$ cat src/design/kld_pkg.sv
// Shared types, constants and lookup functions for the keypad layer decoder.
package kld_pkg;

  // Key matrix geometry; the event code maps onto a row stride of ten keys.
  localparam int KEY_ROWS   = 4;
  localparam int KEY_COLS   = 10;
  localparam int ROW_STRIDE = 10;
  localparam int ROM_SIZE   = 40;
  localparam int KEY_W      = $clog2(ROM_SIZE);

  // Event byte layout.
  localparam int EVT_PRESS_BIT = 7;
  localparam int EVT_CODE_W    = 7;

  // Configuration port.
  localparam int CFG_ADDR_W = 3;
  localparam int CFG_DATA_W = 32;
  localparam int CNT_W      = 16;
  localparam logic [CNT_W-1:0] START_DELAY_RST = 16'd350;
  localparam logic [CNT_W-1:0] INTERVAL_RST    = 16'd150;

  // Queue between the front and back parts.
  localparam int QDEPTH  = 2;
  localparam int QPTR_W  = (QDEPTH > 1) ? $clog2(QDEPTH) : 1;
  localparam int QCNT_W  = $clog2(QDEPTH + 1);

  // Special characters and ROM markers.
  localparam logic [7:0] MK_FN    = 8'hF0;
  localparam logic [7:0] MK_SHIFT = 8'hF1;
  localparam logic [7:0] CH_ENTER = 8'd13;
  localparam logic [7:0] CH_BS    = 8'd8;
  localparam logic [7:0] CH_NONE  = 8'd0;

  // Navigation lanes.
  localparam int NAV_N    = 4;
  localparam int NAV_UP   = 0;
  localparam int NAV_DOWN = 1;
  localparam int NAV_PREV = 2;
  localparam int NAV_NEXT = 3;

  // Layer selection codes.
  typedef enum logic [1:0] {
    LAYER_BASE  = 2'd0,
    LAYER_SHIFT = 2'd1,
    LAYER_FN    = 2'd2
  } layer_t;

  // Classes of key events as seen by the front part.
  typedef enum logic [1:0] {
    KC_CHAR  = 2'd0,
    KC_FN    = 2'd1,
    KC_SHIFT = 2'd2
  } key_class_t;

  // One queued item.
  typedef struct packed {
    logic             is_tick;
    logic             pressed;
    key_class_t       cls;
    logic [KEY_W-1:0] key;
    logic             waking;
    logic             sel;
  } kld_item_t;

  // Queue status seen by the front part.
  typedef struct packed {
    logic full;
    logic empty;
  } kld_qstat_t;

  // One result transaction.
  typedef struct packed {
    logic             char_valid;
    logic [7:0]       char_code;
    logic             is_enter;
    logic             is_erase;
    logic             with_select;
    logic [NAV_N-1:0] nav;
  } kld_result_t;

  // Navigation lookup result.
  typedef struct packed {
    logic       hit;
    logic [1:0] idx;
  } kld_nav_t;

  localparam logic [7:0] ROM_BASE [ROM_SIZE] = '{
    "q", "w", "e", "r", "t", "y", "u", "i", "o", "p",
    "a", "s", "d", "f", "g", "h", "j", "k", "l", CH_ENTER,
    MK_FN, "z", "x", "c", "v", "b", "n", "m", MK_SHIFT, CH_BS,
    " ", CH_NONE, CH_NONE, CH_NONE, CH_NONE, CH_NONE, CH_NONE, CH_NONE, CH_NONE, CH_NONE
  };

  localparam logic [7:0] ROM_SHIFT [ROM_SIZE] = '{
    "Q", "W", "E", "R", "T", "Y", "U", "I", "O", "P",
    "A", "S", "D", "F", "G", "H", "J", "K", "L", CH_ENTER,
    MK_FN, "Z", "X", "C", "V", "B", "N", "M", MK_SHIFT, CH_BS,
    " ", CH_NONE, CH_NONE, CH_NONE, CH_NONE, CH_NONE, CH_NONE, CH_NONE, CH_NONE, CH_NONE
  };

  localparam logic [7:0] ROM_FN [ROM_SIZE] = '{
    "1", "2", "3", "4", "5", "6", "7", "8", "9", "0",
    "*", "/", "+", "-", "=", ":", 8'h27, 8'h22, "@", CH_ENTER,
    MK_FN, "_", "$", ";", "?", "!", ",", ".", CH_NONE, CH_BS,
    " ", CH_NONE, CH_NONE, CH_NONE, CH_NONE, CH_NONE, CH_NONE, CH_NONE, CH_NONE, CH_NONE
  };

  // Character of one key in one layer; keys beyond the ROM read as empty.
  function automatic logic [7:0] rom_char(layer_t layer, logic [KEY_W-1:0] k);
    logic [7:0] ch;
    ch = CH_NONE;
    if (int'(k) < ROM_SIZE) begin
      unique case (layer)
        LAYER_BASE:  ch = ROM_BASE[k];
        LAYER_SHIFT: ch = ROM_SHIFT[k];
        LAYER_FN:    ch = ROM_FN[k];
        default:     ch = CH_NONE;
      endcase
    end
    return ch;
  endfunction

  // Navigation lane of a character, if it has one.
  function automatic kld_nav_t nav_of(logic [7:0] ch);
    kld_nav_t n;
    n = '0;
    unique case (ch)
      "w":     begin n.hit = 1'b1; n.idx = 2'(NAV_UP);   end
      "s":     begin n.hit = 1'b1; n.idx = 2'(NAV_DOWN); end
      "a":     begin n.hit = 1'b1; n.idx = 2'(NAV_PREV); end
      "d":     begin n.hit = 1'b1; n.idx = 2'(NAV_NEXT); end
      default: n = '0;
    endcase
    return n;
  endfunction

endpackage

$ cat src/design/kld_front.sv
// Front part: accepts input transactions, drops invalid key codes and classifies the rest.
module kld_front (
  input  logic              in_valid,
  output logic              in_stall,
  input  logic              mode,
  input  logic [7:0]        event_byte,
  input  logic              screen_waking,
  input  logic              select_held,
  input  kld_pkg::kld_qstat_t q_stat,
  output logic              push,
  output kld_pkg::kld_item_t push_item
);
  import kld_pkg::*;

  logic                  accept;
  logic [EVT_CODE_W-1:0] code;
  logic [EVT_CODE_W-1:0] k_full;
  logic                  key_ok;
  logic [7:0]            base_ch;

  // Is a key number inside the populated part of the matrix?
  function automatic logic in_matrix(logic [EVT_CODE_W-1:0] k);
    logic ok;
    ok = 1'b0;
    for (int r = 0; r < KEY_ROWS; r++) begin
      if (k >= EVT_CODE_W'(r * ROW_STRIDE) &&
          k <  EVT_CODE_W'(r * ROW_STRIDE + KEY_COLS))
        ok = 1'b1;
    end
    return ok;
  endfunction

  // Input is held off only while the queue has no free slot.
  assign in_stall = q_stat.full;
  assign accept   = in_valid && !in_stall;

  // Key decode: code zero and keys off the matrix are discarded here.
  assign code    = event_byte[EVT_CODE_W-1:0];
  assign k_full  = code - EVT_CODE_W'(1);
  assign key_ok  = (code != '0) && in_matrix(k_full) && (int'(k_full) < ROM_SIZE);
  assign base_ch = rom_char(LAYER_BASE, k_full[KEY_W-1:0]);

  // Build the queued item.
  always_comb begin
    push_item.is_tick = mode;
    push_item.pressed = event_byte[EVT_PRESS_BIT];
    push_item.key     = k_full[KEY_W-1:0];
    push_item.waking  = screen_waking;
    push_item.sel     = select_held;
    if (base_ch == MK_FN) begin
      push_item.cls = KC_FN;
    end else if (base_ch == MK_SHIFT) begin
      push_item.cls = KC_SHIFT;
    end else begin
      push_item.cls = KC_CHAR;
    end
  end

  // Ticks always go through; key events only when the code is valid.
  assign push = accept && (mode || key_ok);

endmodule

$ cat src/design/kld_queue.sv
// Short queue between the front and back parts of the keypad decoder.
module kld_queue (
  input  logic                clk,
  input  logic                rst,
  input  logic                push,
  input  kld_pkg::kld_item_t  push_item,
  input  logic                pop,
  output kld_pkg::kld_item_t  head,
  output kld_pkg::kld_qstat_t q_stat
);
  import kld_pkg::*;

  kld_item_t         slots [QDEPTH];
  logic [QPTR_W-1:0] wr_ptr;
  logic [QPTR_W-1:0] rd_ptr;
  logic [QCNT_W-1:0] count;
  logic              do_push;
  logic              do_pop;

  // Pointer advance with wrap at the queue depth.
  function automatic logic [QPTR_W-1:0] bump(logic [QPTR_W-1:0] p);
    return (int'(p) == QDEPTH - 1) ? '0 : p + QPTR_W'(1);
  endfunction

  assign q_stat.full  = (int'(count) == QDEPTH);
  assign q_stat.empty = (count == '0);
  assign do_push      = push && !q_stat.full;
  assign do_pop       = pop && !q_stat.empty;
  assign head         = slots[rd_ptr];

  // Slot storage.
  always_ff @(posedge clk) begin
    if (do_push) begin
      slots[wr_ptr] <= push_item;
    end
  end

  // Pointers and fill count.
  always_ff @(posedge clk) begin
    if (rst) begin
      wr_ptr <= '0;
      rd_ptr <= '0;
      count  <= '0;
    end else begin
      if (do_push) begin
        wr_ptr <= bump(wr_ptr);
      end
      if (do_pop) begin
        rd_ptr <= bump(rd_ptr);
      end
      if (do_push && !do_pop) begin
        count <= count + QCNT_W'(1);
      end else if (do_pop && !do_push) begin
        count <= count - QCNT_W'(1);
      end
    end
  end

endmodule

$ cat src/design/kld_back.sv
// Back part: holds the key state and repeat timers and produces the result transactions.
module kld_back (
  input  logic                      clk,
  input  logic                      rst,
  input  logic [kld_pkg::CNT_W-1:0] start_delay,
  input  logic [kld_pkg::CNT_W-1:0] interval,
  input  kld_pkg::kld_item_t        head,
  input  logic                      q_empty,
  output logic                      pop,
  output logic                      out_valid,
  input  logic                      out_stall,
  output kld_pkg::kld_result_t      out_res
);
  import kld_pkg::*;

  logic             fn_latch;
  logic             fn_latch_next;
  logic             shift_down;
  logic             shift_down_next;
  logic             caps_on;
  logic             caps_on_next;
  logic [NAV_N-1:0] nav_held;
  logic [NAV_N-1:0] nav_held_next;
  logic [CNT_W-1:0] countdown      [NAV_N];
  logic [CNT_W-1:0] countdown_next [NAV_N];
  logic [CNT_W-1:0] dec;
  layer_t           layer;
  logic [7:0]       ch;
  kld_nav_t         nav;
  logic             emit;
  kld_result_t      res;

  // Take the head item whenever the output register is free or being emptied.
  assign pop = !q_empty && (!out_valid || !out_stall);

  // Next state and result for the head item.
  always_comb begin
    fn_latch_next   = fn_latch;
    shift_down_next = shift_down;
    caps_on_next    = caps_on;
    nav_held_next   = nav_held;
    countdown_next  = countdown;
    res             = '0;
    emit            = 1'b0;
    dec             = '0;
    layer           = LAYER_BASE;
    ch              = CH_NONE;
    nav             = '0;

    if (head.is_tick) begin
      // Each lane counts down; a held key fires when it reaches zero.
      for (int i = 0; i < NAV_N; i++) begin
        dec = (countdown[i] != '0) ? countdown[i] - CNT_W'(1) : countdown[i];
        if (nav_held[i] && dec == '0) begin
          res.nav[i]        = 1'b1;
          countdown_next[i] = interval;
        end else begin
          countdown_next[i] = dec;
        end
      end
      emit = |res.nav;
    end else begin
      unique case (head.cls)
        KC_FN: begin
          fn_latch_next = !fn_latch;
        end
        KC_SHIFT: begin
          shift_down_next = head.pressed;
          if (fn_latch && head.pressed) begin
            caps_on_next = !caps_on;
          end
        end
        default: begin
          // Layer choice: function first, then shift against caps lock.
          if (fn_latch) begin
            layer = LAYER_FN;
          end else if (shift_down != caps_on) begin
            layer = LAYER_SHIFT;
          end else begin
            layer = LAYER_BASE;
          end
          ch  = rom_char(layer, head.key);
          nav = nav_of(ch);
          if (head.pressed && !head.waking && ch != CH_NONE) begin
            emit            = 1'b1;
            res.char_valid  = 1'b1;
            res.char_code   = ch;
            res.is_enter    = (ch == CH_ENTER);
            res.is_erase    = (ch == CH_BS);
            res.with_select = head.sel;
            if (nav.hit) begin
              res.nav[nav.idx]          = 1'b1;
              countdown_next[nav.idx]   = start_delay;
            end
          end
          if (nav.hit) begin
            nav_held_next[nav.idx] = head.pressed;
          end
        end
      endcase
    end
  end

  // Key state and repeat timers.
  always_ff @(posedge clk) begin
    if (rst) begin
      fn_latch   <= 1'b0;
      shift_down <= 1'b0;
      caps_on    <= 1'b0;
      nav_held   <= '0;
      for (int i = 0; i < NAV_N; i++) begin
        countdown[i] <= '0;
      end
    end else if (pop) begin
      fn_latch   <= fn_latch_next;
      shift_down <= shift_down_next;
      caps_on    <= caps_on_next;
      nav_held   <= nav_held_next;
      countdown  <= countdown_next;
    end
  end

  // Output register.
  always_ff @(posedge clk) begin
    if (rst) begin
      out_valid <= 1'b0;
    end else if (pop && emit) begin
      out_valid <= 1'b1;
    end else if (!out_stall) begin
      out_valid <= 1'b0;
    end
  end

  always_ff @(posedge clk) begin
    if (pop && emit) begin
      out_res <= res;
    end
  end

endmodule

$ cat src/design/keypad_layer_decoder_with_repeat.sv
// Top level of the keypad layer decoder with auto-repeat of the navigation keys.
//
// Input channel (in_valid/in_stall): one transaction is either a key matrix event
// byte (mode 0) or a one millisecond tick (mode 1). Output channel
// (out_valid/out_stall): one transaction is a typed character with its flags, or a
// set of navigation pulses. An input gives at most one output.
// An accepted input is written into the queue; the back part pops it when the
// output register is free or being emptied and loads its result there.
// Throughput: one input per cycle while in_stall is low; the front part classifies
// and writes a two-entry queue, and the back part updates the key state and repeat
// timers for each item and loads the output register.
// When the receiver stalls, the held result stays on the outputs, the back part
// stops taking items and in_stall rises once the queue is full.
// Reset (rst, synchronous) clears the latches, held flags and timers, empties the
// queue and output, and sets the start delay to 350 ms and the interval to 150 ms.
// Registers on the APB port: start delay at byte address 0, interval at 4.
module keypad_layer_decoder_with_repeat (
  input  logic                           clk,
  input  logic                           rst,
  // Configuration port
  input  logic                           psel,
  input  logic                           penable,
  input  logic                           pwrite,
  input  logic [kld_pkg::CFG_ADDR_W-1:0] paddr,
  input  logic [kld_pkg::CFG_DATA_W-1:0] pwdata,
  output logic [kld_pkg::CFG_DATA_W-1:0] prdata,
  output logic                           pready,
  // Input channel
  input  logic                           in_valid,
  output logic                           in_stall,
  input  logic                           mode,
  input  logic [7:0]                     event_byte,
  input  logic                           screen_waking,
  input  logic                           select_held,
  // Output channel
  output logic                           out_valid,
  input  logic                           out_stall,
  output logic                           char_valid,
  output logic [7:0]                     char_code,
  output logic                           is_enter,
  output logic                           is_erase,
  output logic                           with_select,
  output logic                           nav_up,
  output logic                           nav_down,
  output logic                           nav_prev,
  output logic                           nav_next
);
  import kld_pkg::*;

  localparam logic REG_START_DELAY = 1'b0;
  localparam logic REG_INTERVAL    = 1'b1;

  logic [CNT_W-1:0] start_delay;
  logic [CNT_W-1:0] interval;
  logic             cfg_write;
  logic             reg_sel;
  logic             push;
  logic             pop;
  kld_item_t        push_item;
  kld_item_t        head;
  kld_qstat_t       q_stat;
  kld_result_t      out_res;

  // Configuration registers.
  assign pready    = 1'b1;
  assign reg_sel   = paddr[2];
  assign cfg_write = psel && penable && pwrite && pready;

  always_ff @(posedge clk) begin
    if (rst) begin
      start_delay <= START_DELAY_RST;
      interval    <= INTERVAL_RST;
    end else if (cfg_write) begin
      if (reg_sel == REG_START_DELAY) begin
        start_delay <= pwdata[CNT_W-1:0];
      end else begin
        interval <= pwdata[CNT_W-1:0];
      end
    end
  end

  assign prdata = (reg_sel == REG_INTERVAL) ? CFG_DATA_W'(interval) : CFG_DATA_W'(start_delay);

  // Front part.
  kld_front u_front (
    .in_valid      (in_valid),
    .in_stall      (in_stall),
    .mode          (mode),
    .event_byte    (event_byte),
    .screen_waking (screen_waking),
    .select_held   (select_held),
    .q_stat        (q_stat),
    .push          (push),
    .push_item     (push_item)
  );

  // Queue between the parts.
  kld_queue u_queue (
    .clk       (clk),
    .rst       (rst),
    .push      (push),
    .push_item (push_item),
    .pop       (pop),
    .head      (head),
    .q_stat    (q_stat)
  );

  // Back part.
  kld_back u_back (
    .clk         (clk),
    .rst         (rst),
    .start_delay (start_delay),
    .interval    (interval),
    .head        (head),
    .q_empty     (q_stat.empty),
    .pop         (pop),
    .out_valid   (out_valid),
    .out_stall   (out_stall),
    .out_res     (out_res)
  );

  // Result fields.
  assign char_valid  = out_res.char_valid;
  assign char_code   = out_res.char_code;
  assign is_enter    = out_res.is_enter;
  assign is_erase    = out_res.is_erase;
  assign with_select = out_res.with_select;
  assign nav_up      = out_res.nav[NAV_UP];
  assign nav_down    = out_res.nav[NAV_DOWN];
  assign nav_prev    = out_res.nav[NAV_PREV];
  assign nav_next    = out_res.nav[NAV_NEXT];

`ifndef ASSERT_OFF
  // A result is either a character or carries at least one navigation pulse.
  a_result_nonempty: assert property (@(posedge clk) disable iff (rst)
    out_valid |-> (char_valid || nav_up || nav_down || nav_prev || nav_next))
    else $error("result transaction carries neither character nor pulse");

  // A character result carries at most one navigation pulse.
  a_char_one_nav: assert property (@(posedge clk) disable iff (rst)
    (out_valid && char_valid) |-> $onehot0({nav_up, nav_down, nav_prev, nav_next}))
    else $error("character result with several navigation pulses");

  // Enter and erase flags agree with the character code.
  a_flags_match: assert property (@(posedge clk) disable iff (rst)
    out_valid |-> ((is_enter == (char_valid && char_code == CH_ENTER)) &&
                   (is_erase == (char_valid && char_code == CH_BS))))
    else $error("enter or erase flag does not match character");

  // The back part only takes items from a queue that holds some.
  a_pop_nonempty: assert property (@(posedge clk) disable iff (rst)
    pop |-> !q_stat.empty)
    else $error("queue read while empty");
`endif

endmodule

$ cat config.mk
export PLATFORM = sky130hd
export DESIGN_NAME = keypad_layer_decoder_with_repeat
export DESIGN_NICKNAME = d
export VERILOG_FILES = /design/src/design/kld_pkg.sv /design/src/design/kld_front.sv /design/src/design/kld_queue.sv /design/src/design/kld_back.sv /design/src/design/keypad_layer_decoder_with_repeat.sv
export SDC_FILE = /design/constraint.sdc
export NUM_CORES = 1
export LEC_CHECK = 0
export BUFFER_PORTS_ARGS = -buffer_cell sky130_fd_sc_hd__buf_2
export CORE_ASPECT_RATIO = 1.2
export CORE_UTILIZATION = 60
export CTS_CLUSTER_SIZE = 8
export DETAILED_ROUTE_END_ITERATION = 7
export PLACE_DENSITY = 0.81
export SLEW_MARGIN = 10
export SYNTH_ARGS = -nofsm -noshare
export SYNTH_HDL_FRONTEND = slang
export SYNTH_SLANG_ARGS = --single-unit
export TNS_END_PERCENT = 50
$ cat constraint.sdc
create_clock -name clk -period 10.8 [get_ports clk]
set_input_delay 3.24 -clock clk [delete_from_list [all_inputs] [get_ports clk]]
set_output_delay 3.24 -clock clk [all_outputs]
set_load 0.01 [all_outputs]
# Word-level counts from Yosys, hierarchy flattened

Memory sizes are Yosys's and may differ from the RTL's. A register that Yosys moved wholly into a read port is not among the register bits.
Index checks and enable logic that the tools add are counted.

Register bits: 124
RAM bits: 24
Memory bits (read-only): 2048
Input port bits: 53
Word-level logic and storage cells: 206
Memories kept: 5

Memories:

| name             | words | bits a word | read ports | clocked after memory_dff | write ports | line            | source |
|---|---|---|---|---|---|---|---|
| (name not given) | 64    | 8           | 1          | 0                        | 0           | kld_pkg.sv:114  | `LAYER_BASE: ch = ROM_BASE[k];` |
| (name not given) | 64    | 8           | 1          | 0                        | 0           | kld_pkg.sv:115  | `LAYER_SHIFT: ch = ROM_SHIFT[k];` |
| (name not given) | 64    | 8           | 1          | 0                        | 0           | kld_pkg.sv:116  | `LAYER_FN: ch = ROM_FN[k];` |
| (name not given) | 64    | 8           | 1          | 0                        | 0           | kld_pkg.sv:114  |  |
| u_queue.slots    | 2     | 12          | 1          | 1                        | 1           | kld_queue.sv:13 | `kld_item_t slots [QDEPTH];` |

Add/subtract/negate cells: 9
Order comparisons: 17
Equal/unequal tests: 16
Mux-type cells: 70
Bitwise gates (word level): 7
Reductions and logical operators: 62

Operator list:

| kind                  | count |
|---|---|
| $mux 64               | 4 |
| $mux 16               | 11 |
| $mux 8                | 12 |
| $bwmux 64             | 1 |
| $logic_not 16->1      | 4 |
| $reduce_bool 16->1    | 4 |
| $sub 16x1->16 const B | 4 |
| $demux 16 s2          | 1 |
| $eq 8x7->1 const B    | 4 |
| $logic_and 1x1->1     | 25 |
| $mux 1                | 25 |
| $pmux 8 s3            | 1 |
| $eq 8x4->1 const B    | 2 |
| $eq 8x8->1 const B    | 2 |
| $ge 7x5->1 const B    | 2 |
| $ge 7x7->1 const B    | 2 |
| $lt 7x5->1 const B    | 2 |
| $lt 7x6->1 const B    | 2 |
| $mux 2                | 7 |
| $not 6->7             | 2 |
| $lt 6x6->1 const B    | 2 |
| $mux 4                | 3 |
| $pmux 3 s4            | 1 |
| $reduce_and 4->1      | 3 |
| 31 further kinds      | 55 |

# Depth between registers and ports, before layout

Word-level depth: 24
Depth in mapped cells: 14

# Hierarchy

A second synthesis with hierarchy kept.

Cells, all modules: 1268
Area, all modules: 10684.0 um2

By module, submodules not included:

| module                           | times used | cells an instance | area each (um2) |
|---|---|---|---|
| kld_back                         | 1          | 978               | 7438.4 |
| keypad_layer_decoder_with_repeat | 1          | 164               | 1697.9 |
| kld_queue                        | 1          | 62                | 1078.5 |
| kld_front                        | 1          | 64                | 469.2 |

# Worst setup path after synthesis

Ideal clock, no wire load.

Path kind: input port to output port
From: input paddr[2] in the netlist's numbering
To: output prdata[10] in the netlist's numbering
Arrival: 4.200 ns
Data required time: 7.560 ns
Slack: 3.360 ns
Stages on the path: 3
Cells stage by stage: clkbuf_1 > clkbuf_1 > mux2_2

Word-level cells in the longest chain between the ends: 1

RTL lines:

| element         | line                                   | source |
|---|---|---|
| start, declared | keypad_layer_decoder_with_repeat.sv:24 | `input logic [kld_pkg::CFG_ADDR_W-1:0] paddr,` |
| $mux 16         | keypad_layer_decoder_with_repeat.sv:82 | `assign prdata = (reg_sel == REG_INTERVAL) ? CFG_DATA_W'(interval) : CFG_DATA_W'(start_delay);` |
| end, declared   | keypad_layer_decoder_with_repeat.sv:26 | `output logic [kld_pkg::CFG_DATA_W-1:0] prdata,` |

No other way between the ends.

# Worst setup path after layout

From: input paddr[2] in the netlist's numbering
To: output prdata[7] in the netlist's numbering

The elaborated chain is that of the path after synthesis.

==> impl_metrics.tcl <==
set metrics [dict create \
    status "finished with violations" \
    violations "DRC" \
    fmax_mhz 135.8 \
    critPathLaunchType "primary input" \
    die_h_um 150.0 \
    grt_pass1_wl_um 54740 \
    start_util_pct 61.88 \
    post-route-period-util_pct 68.19 \
    hold_depth 2 \
    grt_pass1_vias 10320 \
    finalPower_w 0.003768 \
    hold_violations 0 \
    avgSynthCellArea_um2 7.991 \
    hold_buffers 0 \
    die_w_um 125.4 \
    async_reset_ff_share_pct 0 \
    final_nets 1457 \
    clk_pin_slew_ps 70 \
    dp_hpwl_um 24720 \
    reg2reg_to "u_back.countdown[44]" \
    vias 11300 \
    maxSlewHeadroom_pct 16.11 \
    cts_tree "done" \
    synth.area.top_cells "dfxtp_1 (20%), edfxtp_1 (11%), nand2_1 (5.4%), a21oi_1 (4.7%), o21ai_0 (3.3%)" \
    worstPathArrival_ps 4120 \
    clk_latency_ps 430 \
    crit_required_ps 7560 \
    core_area_um2 17710 \
    clkSinkCount 149 \
    p_per_area_nw_per_um2 319.1 \
    htree_levels 4 \
    synth.distinct_cells 94 \
    final.min_clock_period_ps 7364 \
    drtAntennaViolNets 0 \
    fillers 1511 \
    crit_path_max_fanout 26 \
    dieArea_um2 18810 \
    tightest_slew_ps 1249 \
    num_antenna_cells 0 \
    cts_made_buffers 17 \
    antenna_found_initial 0 \
    overflow 0 \
    holdCritStartpoint "u_queue.count[1]" \
    drc 5 \
    row_count 53 \
    synth_common_cells "nand2_1 (159), dfxtp_1 (109), a21oi_1 (102), nor2_1 (88), o21ai_0 (73)" \
    io_pins 104 \
    min_path_type "flip-flop to flip-flop" \
    drtPass1Iterations 8 \
    synth_top_cell_area_share_pct 19.92 \
    cts_setup_buffers 0 \
    grt_max_degree 70 \
    wl_per_cell_um 21.52 \
    portBuffers 68 \
    path_class "primary input to primary output" \
    yosysSeqAreaShare_pct 30.88 \
    drv_cap 0 \
    setup_tns_ps 0 \
    root_buffer "clkbuf_16" \
    wirelength_um 34720 \
    synth-main-ff-cell "dfxtp_1" \
    r2r_setup_slack_ps 5140 \
    ys_seq_elements 149 \
    drv_slew 0 \
    place.gp.congestion 0.9792 \
    p_leak_nw 4.436 \
    rsz0062_at_grt "false" \
    setup_viol 0 \
    synth_area_leader_cell "dfxtp_1" \
    grt_usage_pct 37.40 \
    synth_area_um2 10960 \
    synth_cells 1371 \
    irDropWorstVdd_mv 0.1902 \
    synth_edf_count 40 \
    drt_iter0_drc 1262 \
    finClkSkew_ps 12.40 \
    synth_most_common_cell "nand2_1" \
    end_kind "primary output" \
    ys_warn_count 0 \
    r2r_cells 12 \
    hold_end "u_queue.count[1]" \
    routed_via_density 7.003 \
    cts_resized 0 \
    drive_above_1_share_pct 12.35 \
    areaGrowthSynthToFinish_pct 7.801 \
    clockBufferDepth 2 \
]
[critical path, cell delays in order]
cell	delay, ps
buf_2	350
mux2_2	390
buf_2	140
[report_power, final]
| part | total [W] | internal (W) | switching [W] | leakage (nW) |
|---|---|---|---|---|
| clock network | 0.000584 | 0.000352 | 0.000232 | 0.280 |
| registers | 0.000856 | 0.000684 | 0.000172 | 1.27 |
| logic | 0.00233 | 0.000900 | 0.00143 | 2.89 |
[how the worst max path moves through the flow]
stage / from / endpoint / cells past startpoint
3_5_place_dp: paddr[2] / prdata[7] / 3
5_1_grt: paddr[2] / prdata[7] / 3
6_report: paddr[2] / prdata[7] / 3
2_1_floorplan: paddr[2] / prdata[10] / 3
3_3_place_gp: paddr[2] / prdata[7] / 3
4_1_cts: paddr[2] / prdata[7] / 3
[cells in the final DEF, fill, tap and decap left out, types with 18 or more instances in the layout]
cell type  instances
edfxtp_1          40
ha_1              24
nor4_1            22
nand3_1           29
nor3_1            59
or3_1             21
o21ai_0           73
a31oi_1           32
xnor2_1           20
buf_2             68
dfxtp_1          109
mux2_2            22
nand2_1          159
nor2_1            88
xor2_1            19
nor2b_1           19
o211ai_1          26
mux2i_1           21
inv_1             62
nand4_1           18
a21oi_1          101
[registers in the layout (all words and copies together), names as in the netlist, named ones only]
name and count:
u_back.out_res 16, u_back.fn_latch 1, u_back.nav_held 4, start_delay 16, u_queue.wr_ptr 1, u_queue.rd_ptr 1
u_back.countdown 64, u_back.out_valid 1, interval 16, u_back.shift_down 1, u_queue.slots 24, u_back.caps_on 1
u_queue.count 2
[kinds of logic (layout without fill, tap and decap cells)]
family / count (synthesis) / count (layout) / share of synthesized area [%]
AND/OR/NAND/NOR: 521 / 521 / 24.69
AO/OA/AOI/OAI: 421 / 421 / 27.18
buffers and inverters: 169 / 176 / 6.795
flip-flops: 149 / 149 / 30.88
multiplexers: 46 / 46 / 4.523
XOR/XNOR: 39 / 39 / 3.118
adder cells (fa/ha/maj): 24 / 24 / 2.741
other: 2 / 17 / 0.06855
[layer usage]
metal | up-vias | GRT usage (%) | share of wire (%)
met5 | - | 0 | 0
met1 | 5235 | 43.73 | 36
met4 | 0 | 26.89 | 7.4
met3 | 168 | 5.756 | 9.7
li1 | 5155 | - | -
met2 | 738 | 62.99 | 47
[per-stage QoR]
stage | worst slack (ps) | hold slack (ps) | std cells | instance area, um2 | utilization, %
final | 3436 | 509.0 | 1613 | 11810 | 66.70
after detailed placement | 3446 | 491.4 | 1581 | 11240 | 63.47
after floorplan | 3360 | 455.0 | 1386 | 11010 | -
after global routing | 3387 | 534.3 | 1613 | 11810 | 66.70
after CTS | 3444 | 507.4 | 1613 | 11810 | 66.70
after global placement | 3468 | 477.4 | 1581 | 11240 | 63.47
[cell type report]
class / count / area [um2] / share of cell area [%]
repair buffers: 82 / 445.4 / 3.772
clock inverters: 9 / 103.9 / 0.8793
multi-input cells: 1068 / 6900 / 58.43
well taps: 220 / 275.3 / 2.331
inverters: 62 / 232.7 / 1.971
flip-flops and latches: 149 / 3383 / 28.65
clock buffers: 23 / 469.2 / 3.973
(Power assumes the default switching activity.)
